<file path="src/hdl/sbpc_pkg.sv">
// ----------------------------------------------------------------------------
// sbpc_pkg - shared types and constants of the blind position controller
// Mode codes, register map, coil table lookup and divider constants.
// ----------------------------------------------------------------------------
package sbpc_pkg;

   // Motion modes as reported on the result channel
   typedef enum logic [2:0] {
      MODE_IDLE_OPEN  = 3'd0,
      MODE_IDLE_CLOSE = 3'd1,
      MODE_OPEN       = 3'd2,
      MODE_CLOSE      = 3'd3,
      MODE_MOVE_TO    = 3'd4,
      MODE_CALIB      = 3'd5
   } mode_type;

   // Register map: index is byte address divided by four
   localparam int unsigned CSR_ADDR_W = 3;
   localparam int unsigned CSR_DATA_W = 32;
   localparam logic        REG_STEP_DELAY  = 1'b0;
   localparam logic        REG_PHASE_TABLE = 1'b1;

   // Register reset values
   localparam logic [15:0] STEP_DELAY_RESET  = 16'd2;
   localparam logic [31:0] PHASE_TABLE_RESET = 32'h98C4_5E31;

   // Field widths
   localparam int unsigned TICK_W    = 16;
   localparam int unsigned PCT_W     = 7;
   localparam int unsigned POS_W     = 32;
   localparam int unsigned COIL_W    = 4;
   localparam int unsigned PHASE_W   = 3;

   // Pending command: top bit flags a command not yet taken
   localparam logic [7:0] CMD_FRESH = 8'h80;
   localparam logic [7:0] CMD_PCT_MASK = 8'h7F;

   // Full travel is split into hundredths before scaling by percent
   localparam logic [7:0] TRAVEL_DIVISOR = 8'd100;

   // Hundredth by reciprocal multiply: exact floor(x / 100) for any 32-bit x
   localparam logic [31:0] HUNDREDTH_RECIP = 32'h51EB_851F;
   localparam int unsigned HUNDREDTH_SHIFT = 37;

   // Phase index offsets (modulo eight)
   localparam logic [2:0] PHASE_FWD  = 3'd1;
   localparam logic [2:0] PHASE_BACK = 3'd7;
   localparam logic [2:0] PHASE_UNDO_FWD  = 3'd6;
   localparam logic [2:0] PHASE_UNDO_BACK = 3'd2;

   // Pick the coil nibble for one phase out of the packed table
   function automatic logic [COIL_W-1:0] pattern_of(input logic [31:0] tbl,
                                                   input logic [PHASE_W-1:0] ph);
      logic [COIL_W-1:0] nib;
      nib = tbl[{ph, 2'b00} +: COIL_W];
      return nib;
   endfunction

endpackage

</file>
<file path="src/hdl/sbpc_req_if.sv">
// ----------------------------------------------------------------------------
// sbpc_req_if - poll tick channel
// One beat carries a tick time, button and limit state and an optional command.
// ----------------------------------------------------------------------------
interface sbpc_req_if;
   logic                          valid;
   logic                          ready;
   logic [sbpc_pkg::TICK_W-1:0]   now_ticks;
   logic                          click;
   logic                          limit_hit;
   logic                          command_valid;
   logic [sbpc_pkg::PCT_W-1:0]    command_percent;

   modport source (
      output valid, now_ticks, click, limit_hit, command_valid, command_percent,
      input  ready
   );

   modport sink (
      input  valid, now_ticks, click, limit_hit, command_valid, command_percent,
      output ready
   );
endinterface

</file>
<file path="src/hdl/sbpc_rsp_if.sv">
// ----------------------------------------------------------------------------
// sbpc_rsp_if - status channel
// One beat per poll tick: coil pattern, position, stop report and mode.
// ----------------------------------------------------------------------------
interface sbpc_rsp_if;
   logic                          valid;
   logic                          ready;
   logic [sbpc_pkg::COIL_W-1:0]   coil_drive;
   logic [sbpc_pkg::POS_W-1:0]    position;
   logic                          report_valid;
   logic [2:0]                    mode;

   modport source (
      output valid, coil_drive, position, report_valid, mode,
      input  ready
   );

   modport sink (
      input  valid, coil_drive, position, report_valid, mode,
      output ready
   );
endinterface

</file>
<file path="src/hdl/stepper_blind_position_controller.sv">
// ----------------------------------------------------------------------------
// stepper_blind_position_controller - stepper motor blind controller
// Mode machine, half-step phase sequencing and percent positioning.
// ----------------------------------------------------------------------------
// Usage:
//   req_chan carries one poll tick per beat (tick time, click, limit switch,
//   optional move-to command). rsp_chan returns exactly one status beat per
//   poll: coil pattern, step position, stop report flag and mode.
//   csr_* is an APB-style port: step_delay at 0x0, phase_table at 0x4.
//   Write registers only while no poll is in flight.
// Sequencing:
//   A poll is latched as it is taken in S_IDLE and executed in S_EXEC, which
//   commits it once the output register is free. A poll that starts a move-to
//   command first passes S_DIV, which takes a hundredth of full travel by
//   reciprocal multiply, and S_MUL, which scales it by the percent, both on
//   one shared 32 by 32 multiplier.
//   req_chan.ready is high only while the sequencer waits for a poll.
// Reset:
//   Synchronous, active high. Mode idle-open, all counts zero; the first poll
//   enters calibration, which starts on a click and runs to the limit switch.
// Stall:
//   The result sits in an output register; a finished poll waits for that
//   register to drain before it commits, and no new poll is taken meanwhile.
// ----------------------------------------------------------------------------
module stepper_blind_position_controller (
   input  logic                                clock,
   input  logic                                reset,
   sbpc_req_if.sink                            req_chan,
   sbpc_rsp_if.source                          rsp_chan,
   input  logic                                csr_psel,
   input  logic                                csr_penable,
   input  logic                                csr_pwrite,
   input  logic [sbpc_pkg::CSR_ADDR_W-1:0]     csr_paddr,
   input  logic [sbpc_pkg::CSR_DATA_W-1:0]     csr_pwdata,
   output logic [sbpc_pkg::CSR_DATA_W-1:0]     csr_prdata,
   output logic                                csr_pready
);

   typedef enum logic [1:0] {
      S_IDLE,
      S_DIV,
      S_MUL,
      S_EXEC
   } seq_state_type;

   seq_state_type                  state_ff;

   // Configuration registers
   logic [sbpc_pkg::TICK_W-1:0]    step_delay_ff;
   logic [31:0]                    phase_table_ff;

   // Controller state
   sbpc_pkg::mode_type             mode_ff;
   logic [sbpc_pkg::PHASE_W-1:0]   phase_ff;
   logic [sbpc_pkg::POS_W-1:0]     pos_ff;
   logic [sbpc_pkg::POS_W-1:0]     full_ff;
   logic [sbpc_pkg::POS_W-1:0]     target_ff;
   logic [sbpc_pkg::TICK_W-1:0]    last_ff;
   logic [7:0]                     pending_ff;
   logic [sbpc_pkg::COIL_W-1:0]    coil_ff;
   logic                           cal_ff;

   // Latched poll
   logic [sbpc_pkg::TICK_W-1:0]    now_ff;
   logic                           click_ff;
   logic                           limit_ff;

   // Multiplier operand: full travel, then its hundredth
   logic [sbpc_pkg::POS_W-1:0]     dvd_ff;

   // Output register
   logic                           rsp_valid_ff;
   logic [sbpc_pkg::COIL_W-1:0]    rsp_coil_ff;
   logic [sbpc_pkg::POS_W-1:0]     rsp_pos_ff;
   logic                           rsp_report_ff;
   logic [2:0]                     rsp_mode_ff;

   // Next values of one executed poll
   sbpc_pkg::mode_type             mode_in;
   logic [sbpc_pkg::PHASE_W-1:0]   phase_in;
   logic [sbpc_pkg::POS_W-1:0]     pos_in;
   logic [sbpc_pkg::POS_W-1:0]     full_in;
   logic [sbpc_pkg::POS_W-1:0]     target_in;
   logic [sbpc_pkg::TICK_W-1:0]    last_in;
   logic [7:0]                     pending_in;
   logic [sbpc_pkg::COIL_W-1:0]    coil_in;
   logic                           cal_in;
   logic                           report_in;

   logic                           req_beat;
   logic                           csr_write;
   logic                           out_free;
   logic                           commit;
   logic [7:0]                     pend_load;
   sbpc_pkg::mode_type             mode_load;
   logic                           fresh;
   logic                           delay_ok;
   logic                           cal_run;
   logic [sbpc_pkg::COIL_W-1:0]    cur_pattern;
   logic [sbpc_pkg::POS_W-1:0]     mul_b;
   logic [2*sbpc_pkg::POS_W-1:0]   mul_prod;

   // Handshakes
   assign req_chan.ready = (state_ff == S_IDLE);
   assign req_beat       = req_chan.valid && req_chan.ready;
   assign csr_write      = csr_psel && csr_penable && csr_pwrite;
   assign csr_pready     = 1'b1;
   assign out_free       = !rsp_valid_ff || rsp_chan.ready;
   assign commit         = (state_ff == S_EXEC) && out_free;

   // Register readback
   always_comb begin
      unique case (csr_paddr[2])
         sbpc_pkg::REG_STEP_DELAY:  csr_prdata = {16'd0, step_delay_ff};
         sbpc_pkg::REG_PHASE_TABLE: csr_prdata = phase_table_ff;
         default:                   csr_prdata = '0;
      endcase
   end

   // Command load and zero-target check done as the poll is taken
   assign pend_load = req_chan.command_valid ?
                      (sbpc_pkg::CMD_FRESH | {1'b0, req_chan.command_percent}) : pending_ff;
   assign mode_load = (target_ff == '0) ? sbpc_pkg::MODE_CALIB : mode_ff;

   // Shared unit: reciprocal of 100 first, then the percent
   assign mul_b    = (state_ff == S_DIV) ? sbpc_pkg::HUNDREDTH_RECIP :
                     {{(sbpc_pkg::POS_W - sbpc_pkg::PCT_W){1'b0}},
                      pending_ff[sbpc_pkg::PCT_W-1:0]};
   assign mul_prod = dvd_ff * mul_b;

   // Per-poll conditions
   assign fresh       = pending_ff[7];
   assign delay_ok    = (now_ff - last_ff) >= step_delay_ff;
   assign cal_run     = cal_ff || click_ff;
   assign cur_pattern = sbpc_pkg::pattern_of(phase_table_ff, phase_ff);

   // Mode machine step for the latched poll
   always_comb begin
      mode_in    = mode_ff;
      phase_in   = phase_ff;
      pos_in     = pos_ff;
      full_in    = full_ff;
      target_in  = target_ff;
      last_in    = last_ff;
      pending_in = pending_ff;
      coil_in    = coil_ff;
      cal_in     = cal_ff;
      report_in  = 1'b0;
      unique case (mode_ff)
         sbpc_pkg::MODE_IDLE_OPEN, sbpc_pkg::MODE_IDLE_CLOSE: begin
            if (click_ff || fresh) begin
               if (pending_ff != '0) begin
                  mode_in = sbpc_pkg::MODE_MOVE_TO;
               end else if (mode_ff == sbpc_pkg::MODE_IDLE_OPEN) begin
                  mode_in = sbpc_pkg::MODE_OPEN;
               end else begin
                  mode_in = sbpc_pkg::MODE_CLOSE;
               end
            end
         end
         sbpc_pkg::MODE_OPEN: begin
            // step toward the open end, then test the stop conditions
            if (delay_ok) begin
               pos_in   = pos_ff - 1'b1;
               coil_in  = cur_pattern;
               phase_in = phase_ff + sbpc_pkg::PHASE_FWD;
               last_in  = now_ff;
            end
            if (click_ff || limit_ff || (pos_in == '0) || fresh) begin
               if (limit_ff) begin
                  pos_in = '0;
               end
               mode_in   = (pending_ff != '0) ? sbpc_pkg::MODE_MOVE_TO
                                              : sbpc_pkg::MODE_IDLE_CLOSE;
               phase_in  = phase_in + sbpc_pkg::PHASE_UNDO_FWD;
               coil_in   = '0;
               report_in = 1'b1;
            end
         end
         sbpc_pkg::MODE_CLOSE: begin
            // step toward the closed end, stop at the target, on a click or on a new command
            if (delay_ok) begin
               pos_in   = pos_ff + 1'b1;
               coil_in  = cur_pattern;
               phase_in = phase_ff + sbpc_pkg::PHASE_BACK;
               last_in  = now_ff;
            end
            if (click_ff || (pos_in >= target_ff) || fresh) begin
               mode_in   = (pending_ff != '0) ? sbpc_pkg::MODE_MOVE_TO
                                              : sbpc_pkg::MODE_IDLE_OPEN;
               phase_in  = phase_in + sbpc_pkg::PHASE_UNDO_BACK;
               coil_in   = '0;
               report_in = 1'b1;
            end
         end
         sbpc_pkg::MODE_MOVE_TO: begin
            // target_ff already holds the scaled target on this path
            if (fresh && !click_ff) begin
               pending_in = pending_ff & sbpc_pkg::CMD_PCT_MASK;
               if (pos_ff > target_ff) begin
                  mode_in = sbpc_pkg::MODE_OPEN;
               end else if (pos_ff < target_ff) begin
                  mode_in = sbpc_pkg::MODE_CLOSE;
               end else begin
                  target_in = full_ff;
                  mode_in   = sbpc_pkg::MODE_IDLE_OPEN;
               end
            end else begin
               pending_in = '0;
               target_in  = full_ff;
               mode_in    = sbpc_pkg::MODE_IDLE_OPEN;
               coil_in    = '0;
            end
         end
         sbpc_pkg::MODE_CALIB: begin
            // a click arms the run; count steps until the limit switch
            cal_in = cal_run;
            if (cal_run) begin
               if (limit_ff) begin
                  full_in   = pos_ff;
                  target_in = pos_ff;
                  pos_in    = '0;
                  mode_in   = sbpc_pkg::MODE_IDLE_CLOSE;
                  phase_in  = phase_ff + sbpc_pkg::PHASE_UNDO_FWD;
                  coil_in   = '0;
                  cal_in    = 1'b0;
               end else if (delay_ok) begin
                  pos_in   = pos_ff + 1'b1;
                  coil_in  = cur_pattern;
                  phase_in = phase_ff + sbpc_pkg::PHASE_FWD;
                  last_in  = now_ff;
               end
            end
         end
         default: begin
            coil_in = '0;
         end
      endcase
   end

   // Sequencer, state and output register
   always_ff @(posedge clock) begin
      if (reset) begin
         state_ff       <= S_IDLE;
         step_delay_ff  <= sbpc_pkg::STEP_DELAY_RESET;
         phase_table_ff <= sbpc_pkg::PHASE_TABLE_RESET;
         mode_ff        <= sbpc_pkg::MODE_IDLE_OPEN;
         phase_ff       <= '0;
         pos_ff         <= '0;
         full_ff        <= '0;
         target_ff      <= '0;
         last_ff        <= '0;
         pending_ff     <= '0;
         coil_ff        <= '0;
         cal_ff         <= 1'b0;
         rsp_valid_ff   <= 1'b0;
      end else begin
         // configuration writes
         if (csr_write) begin
            unique case (csr_paddr[2])
               sbpc_pkg::REG_STEP_DELAY:  step_delay_ff  <= csr_pwdata[15:0];
               sbpc_pkg::REG_PHASE_TABLE: phase_table_ff <= csr_pwdata;
               default: ;
            endcase
         end

         // drop the result once taken, unless a new beat replaces it
         if (rsp_valid_ff && rsp_chan.ready && !commit) begin
            rsp_valid_ff <= 1'b0;
         end

         unique case (state_ff)
            S_IDLE: begin
               if (req_beat) begin
                  now_ff     <= req_chan.now_ticks;
                  click_ff   <= req_chan.click;
                  limit_ff   <= req_chan.limit_hit;
                  pending_ff <= pend_load;
                  mode_ff    <= mode_load;
                  dvd_ff     <= full_ff;
                  if ((mode_load == sbpc_pkg::MODE_MOVE_TO) && pend_load[7] &&
                      !req_chan.click) begin
                     state_ff <= S_DIV;
                  end else begin
                     state_ff <= S_EXEC;
                  end
               end
            end
            S_DIV: begin
               // hundredth of full travel from the high product bits
               dvd_ff   <= sbpc_pkg::POS_W'(mul_prod >> sbpc_pkg::HUNDREDTH_SHIFT);
               state_ff <= S_MUL;
            end
            S_MUL: begin
               // hundredth times percent, truncated to the position width
               target_ff <= mul_prod[sbpc_pkg::POS_W-1:0];
               state_ff  <= S_EXEC;
            end
            S_EXEC: begin
               // commit only when the output register can take the beat
               if (out_free) begin
                  mode_ff       <= mode_in;
                  phase_ff      <= phase_in;
                  pos_ff        <= pos_in;
                  full_ff       <= full_in;
                  target_ff     <= target_in;
                  last_ff       <= last_in;
                  pending_ff    <= pending_in;
                  coil_ff       <= coil_in;
                  cal_ff        <= cal_in;
                  rsp_valid_ff  <= 1'b1;
                  rsp_coil_ff   <= coil_in;
                  rsp_pos_ff    <= pos_in;
                  rsp_report_ff <= report_in;
                  rsp_mode_ff   <= mode_in;
                  state_ff      <= S_IDLE;
               end
            end
            default: begin
               state_ff <= S_IDLE;
            end
         endcase
      end
   end

   // Result channel
   assign rsp_chan.valid        = rsp_valid_ff;
   assign rsp_chan.coil_drive   = rsp_coil_ff;
   assign rsp_chan.position     = rsp_pos_ff;
   assign rsp_chan.report_valid = rsp_report_ff;
   assign rsp_chan.mode         = rsp_mode_ff;

   // A stop report always leaves the coils off
   a_report_coil_off: assert property (@(posedge clock) disable iff (reset)
      rsp_valid_ff && rsp_report_ff |-> rsp_coil_ff == '0)
      else $error("stop report with coils energized");

   // A stop report only ends in idle or move-to
   a_report_mode: assert property (@(posedge clock) disable iff (reset)
      rsp_valid_ff && rsp_report_ff |->
         (rsp_mode_ff == sbpc_pkg::MODE_IDLE_OPEN) ||
         (rsp_mode_ff == sbpc_pkg::MODE_IDLE_CLOSE) ||
         (rsp_mode_ff == sbpc_pkg::MODE_MOVE_TO))
      else $error("stop report in a moving mode");

   // A running calibration keeps the controller in calibration
   a_cal_mode: assert property (@(posedge clock) disable iff (reset)
      (state_ff == S_IDLE) && cal_ff |-> mode_ff == sbpc_pkg::MODE_CALIB)
      else $error("calibration flag set outside calibration");

   // The hundredth step always hands over to the percent scaling
   a_div_done: assert property (@(posedge clock) disable iff (reset)
      (state_ff == S_DIV) |=> state_ff == S_MUL)
      else $error("hundredth step did not hand over to the scaling");

endmodule

</file>
<file path="src/flat_wrapper.sv">
// flat-port wrapper written by rule: the top's interface ports become plain ports
module stepper_blind_position_controller_flat 
  (clock, reset, csr_psel, csr_penable, csr_pwrite, csr_paddr, csr_pwdata, csr_prdata, csr_pready, req_chan_valid, req_chan_now_ticks, req_chan_click, req_chan_limit_hit, req_chan_command_valid, req_chan_command_percent, req_chan_ready, rsp_chan_valid, rsp_chan_coil_drive, rsp_chan_position, rsp_chan_report_valid, rsp_chan_mode, rsp_chan_ready);
  sbpc_req_if req_chan_i ();
  sbpc_rsp_if rsp_chan_i ();
  input  logic clock;
  input  logic reset;
  input  logic csr_psel;
  input  logic csr_penable;
  input  logic csr_pwrite;
  input  logic [sbpc_pkg::CSR_ADDR_W-1:0] csr_paddr;
  input  logic [sbpc_pkg::CSR_DATA_W-1:0] csr_pwdata;
  output logic [sbpc_pkg::CSR_DATA_W-1:0] csr_prdata;
  output logic csr_pready;
  input wire logic [$bits(req_chan_i.valid)-1:0] req_chan_valid;
  input wire logic [$bits(req_chan_i.now_ticks)-1:0] req_chan_now_ticks;
  input wire logic [$bits(req_chan_i.click)-1:0] req_chan_click;
  input wire logic [$bits(req_chan_i.limit_hit)-1:0] req_chan_limit_hit;
  input wire logic [$bits(req_chan_i.command_valid)-1:0] req_chan_command_valid;
  input wire logic [$bits(req_chan_i.command_percent)-1:0] req_chan_command_percent;
  output wire logic [$bits(req_chan_i.ready)-1:0] req_chan_ready;
  output wire logic [$bits(rsp_chan_i.valid)-1:0] rsp_chan_valid;
  output wire logic [$bits(rsp_chan_i.coil_drive)-1:0] rsp_chan_coil_drive;
  output wire logic [$bits(rsp_chan_i.position)-1:0] rsp_chan_position;
  output wire logic [$bits(rsp_chan_i.report_valid)-1:0] rsp_chan_report_valid;
  output wire logic [$bits(rsp_chan_i.mode)-1:0] rsp_chan_mode;
  input wire logic [$bits(rsp_chan_i.ready)-1:0] rsp_chan_ready;
  assign req_chan_i.valid = req_chan_valid;
  assign req_chan_i.now_ticks = req_chan_now_ticks;
  assign req_chan_i.click = req_chan_click;
  assign req_chan_i.limit_hit = req_chan_limit_hit;
  assign req_chan_i.command_valid = req_chan_command_valid;
  assign req_chan_i.command_percent = req_chan_command_percent;
  assign req_chan_ready = req_chan_i.ready;
  assign rsp_chan_valid = rsp_chan_i.valid;
  assign rsp_chan_coil_drive = rsp_chan_i.coil_drive;
  assign rsp_chan_position = rsp_chan_i.position;
  assign rsp_chan_report_valid = rsp_chan_i.report_valid;
  assign rsp_chan_mode = rsp_chan_i.mode;
  assign rsp_chan_i.ready = rsp_chan_ready;
  stepper_blind_position_controller u_core (.clock(clock), .reset(reset), .req_chan(req_chan_i), .rsp_chan(rsp_chan_i), .csr_psel(csr_psel), .csr_penable(csr_penable), .csr_pwrite(csr_pwrite), .csr_paddr(csr_paddr), .csr_pwdata(csr_pwdata), .csr_prdata(csr_prdata), .csr_pready(csr_pready));
endmodule
</file>
<file path="config.mk">
export PLATFORM = sky130hd
export DESIGN_NAME = stepper_blind_position_controller_flat
export DESIGN_NICKNAME = d
export VERILOG_FILES = /design/src/hdl/sbpc_pkg.sv /design/src/hdl/sbpc_req_if.sv /design/src/hdl/sbpc_rsp_if.sv /design/src/hdl/stepper_blind_position_controller.sv /design/src/flat_wrapper.sv
export SDC_FILE = /design/constraint.sdc
export NUM_CORES = 2
export LEC_CHECK = 0
export BUFFER_PORTS_ARGS = -buffer_cell sky130_fd_sc_hd__clkbuf_2
export CAP_MARGIN = 20
export CORE_MARGIN = 4
export CORE_UTILIZATION = 25
export DETAILED_ROUTE_END_ITERATION = 8
export GPL_ROUTABILITY_DRIVEN = 0
export SKIP_LAST_GASP = 1
export SYNTH_ARGS = -nofsm -noshare
export SYNTH_HDL_FRONTEND = slang
export SYNTH_SLANG_ARGS = --single-unit
</file>
<file path="constraint.sdc">
create_clock -name clock -period 16.72 [get_ports clock]
set_clock_uncertainty 0.1 [all_clocks]
set_input_delay 0.836 -clock clock [delete_from_list [all_inputs] [get_ports clock]]
set_output_delay 0.836 -clock clock [all_outputs]
set_load 0.01 [all_outputs]
</file>
==> reports/metrics.cfg <==
[status]
status = finished clean

[drt]
num_vias = 30002
drt_iter0_markers = 2156
drc_errors = 0
viasPerCell = 4.72
drtAntennaViolNets = 0
wl_per_cell_microns = 17.9
wl_mm = 114
firstDrtPassIters = 6

[floorplanning]
initial_core_util_pct = 25.2
die_area_sq_um = 158000
die_width_microns = 397
ios = 143
coreArea_sq_um = 150000
rows = 142
die_h_microns = 397

[yosys]
synth_nets = 5386
synth_edf_count = 90
synthTopCellsByArea = fa_1, ha_1, dfxtp_1
synth-seq-area-share_pct = 16.8
synth_area_leader_cell = fa_1
syn_area_sq_um = 37900
yosysTopAreaCellShare_pct = 25.7
postSynthCellCount = 4312
synth.avg_cell_area_sq_um = 8.78
synth-seq-cells = 272
synth_cell_types = 96
ys.flop_type = dfxtp_1
synth-warning-count = 0
async_flop_share_pct = 0

[sta]
tightest_slew_ns = 1.19
max_freq_ghz = 0.0946
rsz0062_at_grt = false
drv_slew = 0
setup_viol = 0
finalCritPeriodShare_pct = 63.2
max_slew_margin_pct = 18.6
fin_setup_tns_ns = 0
fin_crit_ns = 10.57
final_hold_viol_count = 0
fin_ws_ns = 6.15

[critical_path]
endpoint_kind = register
r2r-start = u_core.state_ff[1]$_SDFFE_PP0P_
start_kind = register
worstRegToRegCells = 27
critical_path_required_ns = 16.96
critical_path_class = reg -> reg
cp_max_fo = 47
r2r-end = u_core.dvd_ff[16]$_DFFE_PP_
ff2ff_setup_slack_ns = 6.15
cp.arrival_ns = 10.81

[placed_design]
numPortBuffers = 139
pre_cts_ws_ns = 6.37
dpl.cell_count = 6293
dpl.hpwl_mm = 92.3

[global_route]
grt_pass1_wl_mm = 179
antenna_found_initial = 2
grt_pass1_vias = 30341
grt_usage_pct = 14.3
grt_max_degree = 81
grt_overflow = 0

[cts]
post-cts-setup-buffers = 0
clkSinkCount = 272
cts_tree = yes
cts_buffers = 31
cts_root_buf = clkbuf_16
insertion_delay_ns = 0.58
ctsResizeCount = 0
htreeDepth = 1
cts-hold-fix-buffers = 0
path_clk_slew_ns = 0.06
clockBufferDepth = 3

[min_path]
hold_end = u_core.now_ff[7]$_DFFE_PP_
worstHoldStart = req_chan_now_ticks[7]
min_path_type = in -> reg
holdPathStages = 1

[finish]
fill_cells = 16054
stdcell_count = 6355
final_common_cell = inv_1
layout_common_cells = inv_1, nand2_1, ha_1
drive_gt1_share_pct = 7.20
fin_util_pct = 27.8
finalNetCount = 5385
syn_to_final_growth_pct = 10.3

[job]
maxCapViolCount = 0

==> worst max path at each step <==
stage,start,end,cells past startpoint
after floorplan,u_core.state_ff[1]$_SDFFE_PP0P_,u_core.dvd_ff[16]$_DFFE_PP_,30
after global placement,u_core.state_ff[1]$_SDFFE_PP0P_,u_core.dvd_ff[16]$_DFFE_PP_,27
after detailed placement,u_core.state_ff[1]$_SDFFE_PP0P_,u_core.dvd_ff[16]$_DFFE_PP_,27
after CTS,u_core.state_ff[1]$_SDFFE_PP0P_,u_core.dvd_ff[16]$_DFFE_PP_,27
after global routing,u_core.state_ff[1]$_SDFFE_PP0P_,u_core.dvd_ff[16]$_DFFE_PP_,27
final,u_core.state_ff[1]$_SDFFE_PP0P_,u_core.dvd_ff[16]$_DFFE_PP_,27
==> final cells by class <==
class | instances | area [sq um] | area share, %
sequential | 272 | 6350 | 15.2
clock buffer | 46 | 967 | 2.32
tap | 2016 | 2520 | 6.04
antenna | 3 | 7.51 | 0.0180
clock inverter | 12 | 106 | 0.255
inverter | 768 | 2880 | 6.90
multi-input combinational | 3063 | 27900 | 66.8
timing repair buffer | 175 | 1030 | 2.47
==> metrics by stage <==
| stage | instance area [sq um] | hold slack [ns] |
|---|---|---|
| after floorplan | 37900 | 0.336 |
| after global placement | 40600 | 0.342 |
| after detailed placement | 40700 | 0.346 |
| after CTS | 41700 | 0.296 |
| after global routing | 41800 | 0.306 |
| final | 41800 | 0.334 |
==> per-layer routing <==
layer / vias to the layer above / GRT usage, % / wire length [microns]
met5: - / 0 / 13
met4: 2 / 3.34 / 2940
met3: 136 / 1.92 / 7460
met2: 1022 / 23.8 / 53300
met1: 14741 / 19.6 / 50200
li1: 14101 / - / -
==> registers in the layout, summed over array words and instances (netlist names), 32 cells and up <==
signal	count
u_core.pos_ff	32
u_core.phase_table_ff	32
u_core.dvd_ff	32
u_core.rsp_chan.position	32
u_core.target_ff	32
u_core.full_ff	32
==> synthesized netlist by cell type (all sizes together), types with 28 or more instances <==
cell	count
nand2	579
xnor2	72
nand3	57
nor2	210
a311oi	33
xor2	31
ha	520
a21oi	249
nor3	41
clkbuf	184
edfxtp	90
inv	766
a21o	58
and2	122
fa	486
dfxtp	182
nand4	41
o21ai	128
a211oi	28
nor2b	29
==> kinds of logic after synthesis <==
family                     count (synthesis)  share of synthesized area (%)
AOI/OAI and AO/OA                        700                           12.0
muxes                                     41                           1.44
buffers and inverters                    977                           9.74
and+or+nand+nor                         1212                           14.9
other                                      1                        0.00990
adders and majority gates               1006                           42.9
xor gates and xnor gates                 103                           2.38
DFF                                      272                           16.8
==> critical path, cell delays in order, from the launching register on <==
cell and delay, ns:
dfxtp_1 0.33, inv_1 0.11, ha_2 0.67, buf_4 0.55, or2_2 0.71, nand2_1 0.18, fa_1 0.53, fa_1 0.56
inv_1 0.08, fa_1 0.46, fa_1 0.51, inv_1 0.05, fa_1 0.52, inv_1 0.07, fa_1 0.52, fa_1 0.54
ha_1 0.38, a21oi_1 0.15, o21ai_0 0.13, a221o_1 0.35, a31o_2 0.25, a41oi_1 0.41, o21ba_2 0.28, o41ai_1 0.15
a2111oi_0 0.86, o21ai_0 0.25, xor2_1 0.26, mux2_2 0.31
Power is not shown: default switching activity piles up to over one toggle a cycle in this logic, so the estimate is an artifact.
